<file path="src/hw/rtl/eip_pkg.sv">
`timescale 1ns / 1ps
`default_nettype none

package eip_pkg;

  // Datagram store geometry
  localparam int DATAGRAM_BYTES = 8192;
  localparam int ADDR_W         = $clog2(DATAGRAM_BYTES);
  localparam int LEN_W          = 14;
  localparam int POS_W          = 16;

  // Frame layout and protocol codes
  localparam logic [6:0]       ETH_HEADER     = 7'd14;
  localparam logic [15:0]      ETHERTYPE_IPV4 = 16'h0800;
  localparam logic [7:0]       PROTO_UDP      = 8'h11;
  localparam logic [3:0]       IHL_MIN        = 4'd5;
  localparam logic [6:0]       UDP_HDR_LEN    = 7'd8;
  localparam logic [POS_W-1:0] POS_MAX        = '1;

  // Byte positions of the captured header fields
  localparam logic [POS_W-1:0] POS_ETYPE_HI = 16'd12;
  localparam logic [POS_W-1:0] POS_ETYPE_LO = 16'd13;
  localparam logic [POS_W-1:0] POS_VER_IHL  = 16'd14;
  localparam logic [POS_W-1:0] POS_FRAG_HI  = 16'd20;
  localparam logic [POS_W-1:0] POS_FRAG_LO  = 16'd21;
  localparam logic [POS_W-1:0] POS_PROTO    = 16'd23;
  localparam logic [POS_W-1:0] POS_SRC_IP   = 16'd26;
  localparam logic [POS_W-1:0] POS_DST_IP   = 16'd30;

  typedef enum logic [2:0] {
    ST_READY         = 3'd0,
    ST_FRAG_HELD     = 3'd1,
    ST_BAD_ETHERTYPE = 3'd2,
    ST_NOT_UDP       = 3'd3,
    ST_BAD_LENGTH    = 3'd4,
    ST_FRAG_OVERFLOW = 3'd5,
    ST_FRAG_IGNORED  = 3'd6
  } status_e;

  typedef enum logic {
    KIND_VERDICT = 1'b0,
    KIND_READ    = 1'b1
  } kind_e;

  typedef enum logic {
    MODE_FRAME = 1'b0,
    MODE_READ  = 1'b1
  } mode_e;

  // Store write command
  typedef struct packed {
    logic              en;
    logic [ADDR_W-1:0] addr;
    logic [7:0]        data;
  } mem_wr_t;

  // Result fields ahead of the output register
  typedef struct packed {
    kind_e            kind;
    status_e          status;
    logic [31:0]      src_ip;
    logic [31:0]      dst_ip;
    logic [15:0]      udp_sport;
    logic [15:0]      udp_dport;
    logic [LEN_W-1:0] payload_length;
    logic             rd_hit;
    logic             rd_src;
  } result_t;

endpackage

`default_nettype wire

</file>
<file path="src/hw/rtl/eip_ctrl.sv">
`timescale 1ns / 1ps
`default_nettype none

module eip_ctrl (
  input  wire logic                       clk_i,
  input  wire logic                       rst_ni,
  input  wire logic                       fire_i,
  input  wire logic                       mode_i,
  input  wire logic [7:0]                 frame_byte_i,
  input  wire logic                       frame_end_i,
  input  wire logic [eip_pkg::ADDR_W-1:0] read_index_i,
  output logic                            res_valid_o,
  output eip_pkg::result_t                res_o,
  output eip_pkg::mem_wr_t                single_wr_o,
  output eip_pkg::mem_wr_t                reasm_wr_o,
  output logic                            rd_en_o,
  output logic [eip_pkg::ADDR_W-1:0]      rd_addr_o
);
  import eip_pkg::*;

  logic [POS_W-1:0] pos_q, pos_d;
  logic [15:0]      etype_q, etype_d;
  logic [3:0]       ihl_q, ihl_d;
  logic [7:0]       proto_q, proto_d;
  logic [15:0]      frag_q, frag_d;
  logic [31:0]      sip_q, sip_d, dip_q, dip_d;
  logic [15:0]      sport_q, sport_d, dport_q, dport_d;
  logic [31:0]      fsip_q, fsip_d, fdip_q, fdip_d;
  logic [15:0]      fsport_q, fsport_d, fdport_q, fdport_d;
  logic [POS_W-1:0] fill_q, fill_d;
  logic             rsrc_q, rsrc_d;
  logic [LEN_W-1:0] rlen_q, rlen_d;

  logic             frame_start;
  logic [6:0]       us;
  logic [POS_W-1:0] k;
  logic [POS_W:0]   len, idx_later, sum_off;
  logic [POS_W-1:0] data, offb;
  logic             hok, at_udp, in_store, flow_match, off_match;
  logic [12:0]      off;
  logic             more;
  logic [1:0]       port_sel;

  always_comb begin
    pos_d    = pos_q;
    etype_d  = etype_q;
    ihl_d    = ihl_q;
    proto_d  = proto_q;
    frag_d   = frag_q;
    sip_d    = sip_q;
    dip_d    = dip_q;
    sport_d  = sport_q;
    dport_d  = dport_q;
    fsip_d   = fsip_q;
    fdip_d   = fdip_q;
    fsport_d = fsport_q;
    fdport_d = fdport_q;
    fill_d   = fill_q;
    rsrc_d   = rsrc_q;
    rlen_d   = rlen_q;

    res_valid_o = 1'b0;
    res_o       = '0;
    single_wr_o = '0;
    reasm_wr_o  = '0;
    rd_en_o     = 1'b0;
    rd_addr_o   = read_index_i;

    frame_start = (pos_q == '0);
    us = '0; k = '0; len = '0; idx_later = '0; sum_off = '0; data = '0; offb = '0;
    hok = 1'b0; at_udp = 1'b0; in_store = 1'b0; flow_match = 1'b0; off_match = 1'b0;
    off = '0; more = 1'b0; port_sel = '0;

    if (fire_i && mode_i == MODE_READ) begin
      // Issue the store read, the byte joins the registered result in the next cycle
      rd_en_o              = 1'b1;
      res_valid_o          = 1'b1;
      res_o.kind           = KIND_READ;
      res_o.status         = ST_READY;
      res_o.payload_length = rlen_q;
      res_o.rd_hit         = ({1'b0, read_index_i} < rlen_q);
      res_o.rd_src         = rsrc_q;
    end else if (fire_i) begin
      // Clear the capture at frame start
      if (frame_start) begin
        etype_d = '0; ihl_d = '0; proto_d = '0; frag_d = '0;
        sip_d = '0; dip_d = '0; sport_d = '0; dport_d = '0;
        rlen_d = '0;
      end

      // Capture header bytes by position
      if (pos_q == POS_ETYPE_HI) etype_d[15:8] = frame_byte_i;
      if (pos_q == POS_ETYPE_LO) etype_d[7:0]  = frame_byte_i;
      if (pos_q == POS_VER_IHL)  ihl_d         = frame_byte_i[3:0];
      if (pos_q == POS_FRAG_HI)  frag_d[15:8]  = frame_byte_i;
      if (pos_q == POS_FRAG_LO)  frag_d[7:0]   = frame_byte_i;
      if (pos_q == POS_PROTO)    proto_d       = frame_byte_i;
      if (pos_q >= POS_SRC_IP && pos_q < POS_DST_IP) begin
        case (pos_q[1:0])
          2'd2:    sip_d[31:24] = frame_byte_i;
          2'd3:    sip_d[23:16] = frame_byte_i;
          2'd0:    sip_d[15:8]  = frame_byte_i;
          default: sip_d[7:0]   = frame_byte_i;
        endcase
      end
      if (pos_q >= POS_DST_IP && pos_q < POS_DST_IP + 16'd4) begin
        case (pos_q[1:0])
          2'd2:    dip_d[31:24] = frame_byte_i;
          2'd3:    dip_d[23:16] = frame_byte_i;
          2'd0:    dip_d[15:8]  = frame_byte_i;
          default: dip_d[7:0]   = frame_byte_i;
        endcase
      end

      // Locate the UDP header
      us     = ETH_HEADER + {1'b0, ihl_d, 2'b00};
      at_udp = (ihl_d >= IHL_MIN) && (pos_q >= {9'd0, us});
      k      = pos_q - {9'd0, us};
      if (at_udp && k < 16'd4) begin
        port_sel = k[1:0];
        case (port_sel)
          2'd0:    sport_d[15:8] = frame_byte_i;
          2'd1:    sport_d[7:0]  = frame_byte_i;
          2'd2:    dport_d[15:8] = frame_byte_i;
          default: dport_d[7:0]  = frame_byte_i;
        endcase
      end

      hok        = (etype_d == ETHERTYPE_IPV4) && (proto_d == PROTO_UDP) && (ihl_d >= IHL_MIN);
      off        = frag_d[12:0];
      more       = frag_d[13];
      offb       = {off, 3'b000};
      flow_match = (sip_d == fsip_q) && (dip_d == fdip_q);
      off_match  = (offb == fill_q);
      in_store   = (k >= 16'd8) && (k < 16'(DATAGRAM_BYTES + 8));
      idx_later  = {1'b0, fill_q} + {1'b0, k} - 17'd8;

      // Route the payload byte into a store
      if (hok && at_udp) begin
        if (off == '0 && !more) begin
          single_wr_o.en   = in_store;
          single_wr_o.addr = ADDR_W'(k - 16'd8);
          single_wr_o.data = frame_byte_i;
        end else if (off == '0) begin
          if (k == '0) fill_d = '0;
          reasm_wr_o.en   = in_store;
          reasm_wr_o.addr = ADDR_W'(k - 16'd8);
          reasm_wr_o.data = frame_byte_i;
        end else if (flow_match && off_match) begin
          reasm_wr_o.en   = (idx_later < 17'(DATAGRAM_BYTES));
          reasm_wr_o.addr = idx_later[ADDR_W-1:0];
          reasm_wr_o.data = frame_byte_i;
        end
      end

      // Advance the position, saturate on long frames
      pos_d = (pos_q == POS_MAX) ? pos_q : pos_q + 16'd1;

      // Judge the frame on its last byte
      if (frame_end_i) begin
        res_valid_o     = 1'b1;
        res_o.kind      = KIND_VERDICT;
        res_o.src_ip    = sip_d;
        res_o.dst_ip    = dip_d;
        res_o.udp_sport = sport_d;
        res_o.udp_dport = dport_d;
        len     = (pos_q == POS_MAX) ? {1'b0, pos_q} : {1'b0, pos_q} + 17'd1;
        data    = 16'(len - {10'd0, us} - {10'd0, UDP_HDR_LEN});
        sum_off = {1'b0, offb} + {1'b0, data};
        if (etype_d != ETHERTYPE_IPV4) begin
          res_o.status = ST_BAD_ETHERTYPE;
        end else if (proto_d != PROTO_UDP) begin
          res_o.status = ST_NOT_UDP;
        end else if (ihl_d < IHL_MIN) begin
          res_o.status = ST_BAD_LENGTH;
        end else if (len <= {10'd0, us} + {10'd0, UDP_HDR_LEN}) begin
          res_o.status = ST_BAD_LENGTH;
        end else if (data > 16'(DATAGRAM_BYTES)) begin
          res_o.status = ST_BAD_LENGTH;
        end else if (sum_off > 17'(DATAGRAM_BYTES)) begin
          res_o.status = ST_FRAG_OVERFLOW;
        end else if (off == '0 && !more) begin
          rsrc_d               = 1'b0;
          rlen_d               = LEN_W'(data);
          res_o.payload_length = LEN_W'(data);
          res_o.status         = ST_READY;
        end else if (off == '0) begin
          fsip_d       = sip_d;
          fdip_d       = dip_d;
          fsport_d     = sport_d;
          fdport_d     = dport_d;
          fill_d       = data + 16'd8;
          res_o.status = ST_FRAG_HELD;
        end else if (flow_match && off_match) begin
          fill_d = fill_q + data + 16'd8;
          if (more) begin
            res_o.status = ST_FRAG_HELD;
          end else begin
            rsrc_d               = 1'b1;
            rlen_d               = LEN_W'(fill_q + data);
            res_o.payload_length = LEN_W'(fill_q + data);
            res_o.src_ip         = fsip_q;
            res_o.dst_ip         = fdip_q;
            res_o.udp_sport      = fsport_q;
            res_o.udp_dport      = fdport_q;
            res_o.status         = ST_READY;
          end
        end else begin
          res_o.status = ST_FRAG_IGNORED;
        end
        if (res_o.status == ST_BAD_ETHERTYPE || res_o.status == ST_NOT_UDP) begin
          res_o.src_ip    = '0;
          res_o.dst_ip    = '0;
          res_o.udp_sport = '0;
          res_o.udp_dport = '0;
        end
        pos_d = '0;
      end
    end
  end

  // Hold parser and reassembly state
  always_ff @(posedge clk_i or negedge rst_ni) begin
    if (!rst_ni) begin
      pos_q    <= '0;
      etype_q  <= '0;
      ihl_q    <= '0;
      proto_q  <= '0;
      frag_q   <= '0;
      sip_q    <= '0;
      dip_q    <= '0;
      sport_q  <= '0;
      dport_q  <= '0;
      fsip_q   <= '0;
      fdip_q   <= '0;
      fsport_q <= '0;
      fdport_q <= '0;
      fill_q   <= '0;
      rsrc_q   <= 1'b0;
      rlen_q   <= '0;
    end else begin
      pos_q    <= pos_d;
      etype_q  <= etype_d;
      ihl_q    <= ihl_d;
      proto_q  <= proto_d;
      frag_q   <= frag_d;
      sip_q    <= sip_d;
      dip_q    <= dip_d;
      sport_q  <= sport_d;
      dport_q  <= dport_d;
      fsip_q   <= fsip_d;
      fdip_q   <= fdip_d;
      fsport_q <= fsport_d;
      fdport_q <= fdport_d;
      fill_q   <= fill_d;
      rsrc_q   <= rsrc_d;
      rlen_q   <= rlen_d;
    end
  end

endmodule

`default_nettype wire

</file>
<file path="config.mk">
export PLATFORM = sky130hd
export DESIGN_NAME = eip_ctrl
export DESIGN_NICKNAME = d
export VERILOG_FILES = /design/src/hw/rtl/eip_pkg.sv /design/src/hw/rtl/eip_ctrl.sv
export SDC_FILE = /design/constraint.sdc
export NUM_CORES = 1
export LEC_CHECK = 0
export BUFFER_PORTS_ARGS = -buffer_cell sky130_fd_sc_hd__buf_2
export CAP_MARGIN = 20
export CORE_UTILIZATION = 57
export CTS_BUF_LIST = sky130_fd_sc_hd__clkbuf_4 sky130_fd_sc_hd__clkbuf_8
export DETAILED_ROUTE_END_ITERATION = 6
export PLACE_DENSITY = 0.8
export SLEW_MARGIN = 10
export SYNTH_ARGS = -nofsm -noshare
export SYNTH_HDL_FRONTEND = slang
export SYNTH_SLANG_ARGS = --single-unit
</file>
<file path="constraint.sdc">
create_clock -name clk_i -period 8.92 [get_ports clk_i]
set_clock_uncertainty 0.05 [all_clocks]
set_input_delay 0.892 -clock clk_i [delete_from_list [all_inputs] [get_ports clk_i]]
set_output_delay 0.892 -clock clk_i [all_outputs]
set_load 0.02 [all_outputs]
</file>
# Yosys cells after proc, flatten, opt, wreduce, memory -nomap -nowiden
# Index checks and enable logic that the tools add are counted.
[word_totals] ramBits=0 wordCells=230 latchBits=0 register_bits=281 inputBits=26 memories=0 output_inout_bits=175 rom_bits=0
[op_classes] order_cmp=15 multipliers=0 n_shift=0 bitwise=8 n_addsub=14 div_mod_pow=0 reduce_logical=26 muxes=128 eq_ne=23
[op_table] cell="$mux W110" count=9
[op_table] cell="$mux W16" count=25
[op_table] cell="$mux W96" count=3
[op_table] cell="$mux W32" count=8
[op_table] cell="$mux W113" count=2
[op_table] cell="$mux W22" count=10
[op_table] cell="$mux W14" count=15
[op_table] cell="$mux W8" count=25
[op_table] cell="$eq A32 B32 Y1" count=2
[op_table] cell="$eq A16 B4 Y1 const B" count=3
[op_table] cell="$eq A16 B5 Y1 const B" count=3
[op_table] cell="$mux W3" count=12
[op_table] cell="$add A16 B16 Y17" count=2
[op_table] cell="$add A16 B4 Y16 const B" count=2
[op_table] cell="$ge A16 B5 Y1 const B" count=2
[op_table] cell="$logic_not A16 Y1" count=2
[op_table] cell="$sub A16 B7 Y16" count=2
[op_table] cell="$mux W4" count=5
[op_table] cell="$mux W6" count=3
[op_table] cell="$add A16 B1 Y17 const B" count=1
[op_table] cell="$gt A17 B14 Y1 const B" count=1
[op_table] cell="$le A17 B8 Y1" count=1
[op_table] cell="$lt A17 B14 Y1 const B" count=1
[op_table] cell="$mux W17" count=1
[op_table] cell="other kinds (42)" count=74

# Longest topological paths before layout
# Gate-level depths: netlist of the first run.
[logic_depth] word_depth=27 mapped_depth=38

# Worst setup path before layout of the first run
# Ideal clock, no wire load.
[synth_timing] path_kind="register to output" from="reg pos_q[1]" to="out res_o[18] (netlist name)" arrival_ps=7732 stages_incl_launch_ff=33 path_slack_ps=246 required_ps=7978 path_cell_list="dfrtp_1 clkbuf_1 inv_1 ha_1 clkbuf_1 nor3b_2 nand2_2 buf_2 buf_2 buf_1 a31oi_1 ha_1 inv_1 ha_1 ha_1 clkbuf_1 nand4_1 mux2_2 a31oi_1 xnor2_1 inv_1 ha_1 or3_1 o21a_1 or4_1 a21oi_1 o21ai_0 o21ai_0 o211ai_2 nor3_2 nand3_2 buf_4 a211oi_2"
[synth_lines] item="start, declared" line="eip_ctrl.sv:21" rtl="logic [POS_W-1:0] pos_q, pos_d;"
[synth_lines] item="start signal, assigned" line="eip_ctrl.sv:242" rtl="pos_q <= pos_d;"
[synth_lines] item="end, declared" line="eip_ctrl.sv:13" rtl="output eip_pkg::result_t res_o,"

==> results of run 1 <==
[timing repair]
item,CTS,global route
setup buffers,0,2
gates cloned,0,1
gates resized for setup,7,23
setup endpoints to repair,45,48
[power by group]
group | internal, uW | switching [uW]
clock | 840 | 622
sequential | 1280 | 11.9
combinational | 146 | 409
[layout make-up]
class	instances	area [um^2]	area share, %
Clock buffer	77	953	3.88
Inverter	126	473	1.93
Sequential cell	281	7030	28.6
Antenna cell	1	2.50	0.0102
Clock inverter	16	255	1.04
Multi-Input combinational cell	2010	13600	55.3
Tap cell	511	639	2.60
Timing Repair Buffer	277	1630	6.64
[layer usage]
metal	track usage, %	vias up	routed length (um)
li1	-	9674	-
met1	55.5	10680	32500
met2	59.8	1405	34500
met3	9.15	281	9070
met4	18.9	0	3860
met5	0	-	0
[kinds of logic (layout without fill, tap and decap cells)]
kind of cell | count (synthesis) | after routing
adders and majority gates | 107 | 107
DFF | 281 | 281
buffers and inverters | 310 | 496
muxes | 51 | 51
xor gates and xnor gates | 178 | 178
and+or+nand+nor | 879 | 879
AOI/OAI and AO/OA | 795 | 795
other | 0 | 1
[synth_stat cells (10+ instances only)]
| cell type | number | area (um^2) |
|---|---|---|
| dfrtp_1 | 281 | 7030 |
| nand2_1 | 276 | 1040 |
| nor2_1 | 256 | 961 |
| o21ai_0 | 209 | 1050 |
| a22o_1 | 138 | 1210 |
| inv_1 | 125 | 469 |
| clkbuf_1 | 121 | 454 |
| xnor2_1 | 106 | 928 |
| ha_1 | 100 | 1250 |
| a21oi_1 | 85 | 425 |
| xor2_1 | 72 | 631 |
| nand3_1 | 51 | 255 |
| a22oi_1 | 49 | 368 |
| nor3_1 | 47 | 235 |
| mux2_2 | 43 | 484 |
| o21ai_1 | 40 | 200 |
| a31oi_1 | 38 | 238 |
| nand4_1 | 37 | 231 |
| a211oi_2 | 32 | 400 |
| a21o_1 | 30 | 225 |
| and2_1 | 30 | 188 |
| and3_1 | 29 | 181 |
| o22ai_1 | 27 | 169 |
| buf_2 | 24 | 120 |
| nor4_1 | 23 | 144 |
| buf_4 | 21 | 158 |
| nand2b_1 | 21 | 131 |
| buf_1 | 17 | 63.8 |
| o21a_1 | 15 | 113 |
| and4_1 | 14 | 123 |
| nor2b_1 | 14 | 87.6 |
| o2bb2ai_1 | 13 | 114 |
| o31ai_1 | 13 | 97.6 |
| a211oi_1 | 10 | 75.1 |
| o21bai_1 | 10 | 75.1 |
[flip-flops by register name, summed over array words and instances, names as in the netlist, 32 cells and up]
| name | count |
|---|---|
| dip_q | 32 |
| fdip_q | 32 |
| fsip_q | 32 |
| sip_q | 32 |
[critical path, delay by kind of cell (launching register included)]
family / cells / cell delay (ns)
simple gates: 13 / 3.11
compound gates: 7 / 1.21
fa+ha+maj: 4 / 1.19
buf+inv: 5 / 0.77
flops: 1 / 0.47
xor+xnor: 2 / 0.38
[through the flow]
step	std cells	total power [uW]	instance area (um^2)	setup TNS (ns)
floorplan	2601	1640	21800	0
global placement	3200	1840	23200	0
detailed placement	3200	1840	23200	0
CTS	3293	3280	24400	0
global route	3298	3390	24600	-0.00284
finish	3299	3310	24600	0
[worst max path at each step]
| stage | end | startpoint | slack (ns) |
|---|---|---|---|
| 6_report | res_o[28] | pos_q[11] | 0.17 |
| 2_1_floorplan | res_o[18] | pos_q[1] | 0.25 |
| 3_3_place_gp | res_o[26] | pos_q[11] | 0.58 |
| 3_5_place_dp | res_o[25] | pos_q[11] | 0.45 |
| 5_1_grt | res_o[7] | pos_q[11] | -0.003 |
| 4_1_cts | res_o[7] | pos_q[11] | 0.01 |
==> reports/metrics.yaml, run 1 <==
run_status:
  outcome: "finished, final reports clean"
sta:
  setup_viol_count_final: 0
  maxSlewHeadroom_pct: 23.3
  timing.final.crit_share_pct: 98.1
  whs_ns: 0.183
  hold_viol: 0
  worst_pin_slew_ns: 1.12
  layout_setup_ws_ns: 0.173
  drv_slew: 0
  period_minus_slack_ns: 8.75
  max_freq_ghz: 0.114
route:
  vias: 22040
  routedWlPerCell_um: 24.2
  first_pass_iters: 6
  drt_drc_violations_left: 0
  ant_nets: 0
  vias_per_cell: 6.68
  drt_wl_total_mm: 79.9
  drt_iter0_markers: 2432
worst_setup_path:
  cpMaxStageDelayCell: "dfrtp_2"
  cp.arrival_ns: 7.80
  reg2reg_depth: 30
  cp-start-kind: "register"
  reg2reg_from: "pos_q[11]"
  slowest_delay_ns: 0.47
  cp-end-kind: "primary output"
  worstPathMaxFanout: 32
  r2r_slack_ns: 1.12
  required_ns: 7.98
  r2r-end: "fill_q[8]"
  crit_type: "reg -> out"
finish:
  nets: 2878
  most-common-layout-cells: "dfrtp_1, nand2_1, nor2_1"
  fill_cells: 3183
  synthToLayoutAreaGrowth_pct: 12.9
  layout-drive-gt1-share_pct: 18.9
  fin_util_pct: 65.4
  final_common_cell: "dfrtp_1"
run:
  maxCapViolCount: 0
synth:
  synth_area_um2: 21800
  ys_ff_latch: 281
  synth-compound-area-share_pct: 25.6
  ys.flop_type: "dfrtp_1"
  synth_top_family_by_area: "compound AO/OA/AOI/OAI gates"
  synth-seq-area-share_pct: 32.3
  syn_inst: 2601
  ys_types: 106
  synth_edf_count: 0
  ys_warn_count: 0
  syn_nets: 2732
  synth_mux_area_share_pct: 2.59
  avgSynthCellArea_um2: 8.37
  yosys.area_share.xor_xnor_pct: 7.16
  synth_fa_ha_area_share_pct: 6.30
  synthArstFlopShare_pct: 100
  synthSimpleGateAreaFrac_pct: 20.2
floorplanning:
  fp.dieW_um: 197
  core_area_um2: 37600
  fp.dieH_um: 197
  fp-row-count: 71
  die_area_um2: 39000
  initial_core_util_pct: 57.9
  io_pins: 201
clocking:
  cts_tree: "built"
  cts.sinks: 281
  clockBufferDepth: 3
  clock-root-buffer: "clkbuf_8"
  numCtsBuffers: 51
  cts.htree.levels: 2
  clk_pin_slew_ns: 0.07
  clock_latency_ns: 0.68
  cts_hold_buf: 0
power_and_ir_drop:
  leakage_uw: 0.0113
  ir_worst_vdd_mv: 0.151
  power_density_nw_per_um2: 135
place:
  pre_cts_ws_ns: 0.453
  gp_congestion: 1.03
  port_buffers: 200
  dp_hpwl_mm: 56.8
grt:
  grt_first_pass_wirelength_mm: 120
  grt_max_degree: 137
  grt_usage_pct: 40.3
  antenna_found_initial: 0
  overflow: 0
  grt_pass1_vias: 20698
hold_path:
  min_path_type: "in -> async"
(Power assumes the default switching activity.)
==> inputs of run 2 (changes only) <==
Settings changed: GPL_TIMING_DRIVEN set to 0.
==> reports/metrics.yaml, run 2 (synthesis gave the netlist of run 1 again) <==
run_status:
  outcome: "complete, but fails checks"
  violations: "DRC"
sta:
  worst_pin_slew_ns: 1.25
  setup_tns_ns: 0
  maxSlewHeadroom_pct: 16.6
  setup_viol_count_final: 0
  hold_viol: 0
  period_minus_slack_ns: 8.90
  drv_slew: 0
  timing.final.crit_share_pct: 99.8
  whs_ns: 0.200
  max_freq_ghz: 0.112
route:
  drt_drc_violations_left: 29
  vias_per_cell: 6.80
  ant_nets: 0
  first_pass_iters: 7
  vias: 23427
  routedWlPerCell_um: 26.4
  drt_wl_total_mm: 90.9
  drt_iter0_markers: 3187
power_and_ir_drop:
  swShare_pct: 33.0
  leakage_uw: 0.0116
  p_switching_uw: 1100
  intPower_uw: 2250
  ir_worst_vdd_mv: 0.126
  comb_power_share_pct: 19.2
  share_seq_of_total_power_pct: 38.7
  p_clk_share_pct: 42.1
  power_density_nw_per_um2: 131
grt:
  grt_first_pass_wirelength_mm: 133
  antenna_found_initial: 0
  grt_pass1_vias: 21762
  grt_usage_pct: 45.6
  grt_max_degree: 102
  overflow: 0
worst_setup_path:
  worst-path-stages: 37
  required_ns: 7.98
  cp.arrival_ns: 7.96
  r2r_slack_ns: 0.63
  cp-endpoint: "res_o[43]"
  worstPathMaxFanout: 10
  crit_type: "reg -> out"
  critPathMostFrequentCell: "ha_4"
  r2r-end: "fsport_q[13]"
  slowest_delay_ns: 0.44
  reg2reg_depth: 36
  cpMaxStageDelayCell: "or3b_4"
  worstSetupStartpoint: "pos_q[1]"
  cp-start-kind: "register"
  cp-end-kind: "primary output"
  critPathBufInv: 11
  crit_family: "compound AO/OA/AOI/OAI gates"
  reg2reg_from: "pos_q[1]"
place:
  port_buffers: 197
  dp.cells: 3314
  placed_area_um2: 23500
  dp_hpwl_mm: 65.8
  gp_congestion: 1.04
finish:
  antenna_cells: 0
  final_cells: 3445
  final_common_cell: "dfrtp_1"
  final_area_um2: 25600
  nets: 3027
  layout-drive-gt1-share_pct: 20.3
  synthToLayoutAreaGrowth_pct: 17.9
  most-common-layout-cells: "dfrtp_1, nand2_1, nor2_1"
  fill_cells: 3125
clocking:
  cts_tree: "built"
  clockBufferDepth: 3
  cts.sinks: 281
  clock_latency_ns: 0.67
  numCtsBuffers: 49
  clk_pin_slew_ns: 0.07
  clock-root-buffer: "clkbuf_8"
  cts_hold_buf: 0
  cts.htree.levels: 2
floorplanning:
  fp.dieH_um: 197
  fp-row-count: 71
  io_pins: 201
  fp.dieW_um: 197
  initial_core_util_pct: 57.9
  die_area_um2: 39000
  core_area_um2: 37600
hold_path:
  min_path_type: "in -> async"
run:
  maxCapViolCount: 0
-- run 2: cell count changes in the layout (fill, tap and decap cells not counted), moves of 7 or more --
cell,previous run,this run
buf_1,0,13
buf_2,199,209
buf_4,73,66
buf_6,0,9
clkbuf_1,0,110
clkbuf_4,18,8
nor2_1,255,244
nor2_2,3,13
o21ai_0,208,199
-- run 2: routing by layer --
layer  track usage [%]  wire length, um
met3              15.7            12800
met1              59.6            34700
met5             0.511               33
met4              25.2             5170
met2              65.5            38200
-- run 2: metrics by stage --
step	utilization [%]	setup WS, ns	total power [uW]
6_report	68.3	0.0180	3350
5_1_grt	68.3	-0.0513	3420
4_1_cts	67.1	0.0127	3280
3_5_place_dp	62.5	-3.33	1880
3_3_place_gp	62.2	-3.36	1870
2_1_floorplan	-	0.246	1640
-- run 2: area by class of cell --
cell class	instances	area, um^2	area share [%]
tap	511	639	2.49
clock inverter	19	224	0.873
sequential	281	7040	27.4
multi-input combinational	2012	13900	54.4
clock buffer	70	913	3.56
inverter	126	482	1.88
timing repair buffer	249	1540	5.99
buffer	177	878	3.42
-- run 2: worst min-delay path by stage --
stage	to	slack [ns]
2_1_floorplan	frag_q[12]	0.39
3_5_place_dp	frag_q[12]	0.42
3_3_place_gp	sip_q[14]	0.41
5_1_grt	dip_q[12]	0.27
4_1_cts	dip_q[9]	0.23
6_report	dip_q[9]	0.20
-- run 2: power groups by stage --
stage	logic [uW]	clock network (uW)	registers, uW
global placement	550	0	1320
floorplan	321	0	1320
global route	663	1460	1300
CTS	595	1400	1290
detailed placement	563	0	1320
finish	644	1410	1290
-- run 2: timing repair --
| action | 4_1_cts | 5_1_grt |
|---|---|---|
| resized for setup | 102 | 64 |
| setup endpoints to repair | 245 | 49 |
| buffers inserted | 19 | 23 |
| pin swaps | 11 | 20 |
| cloned | 3 | 1 |
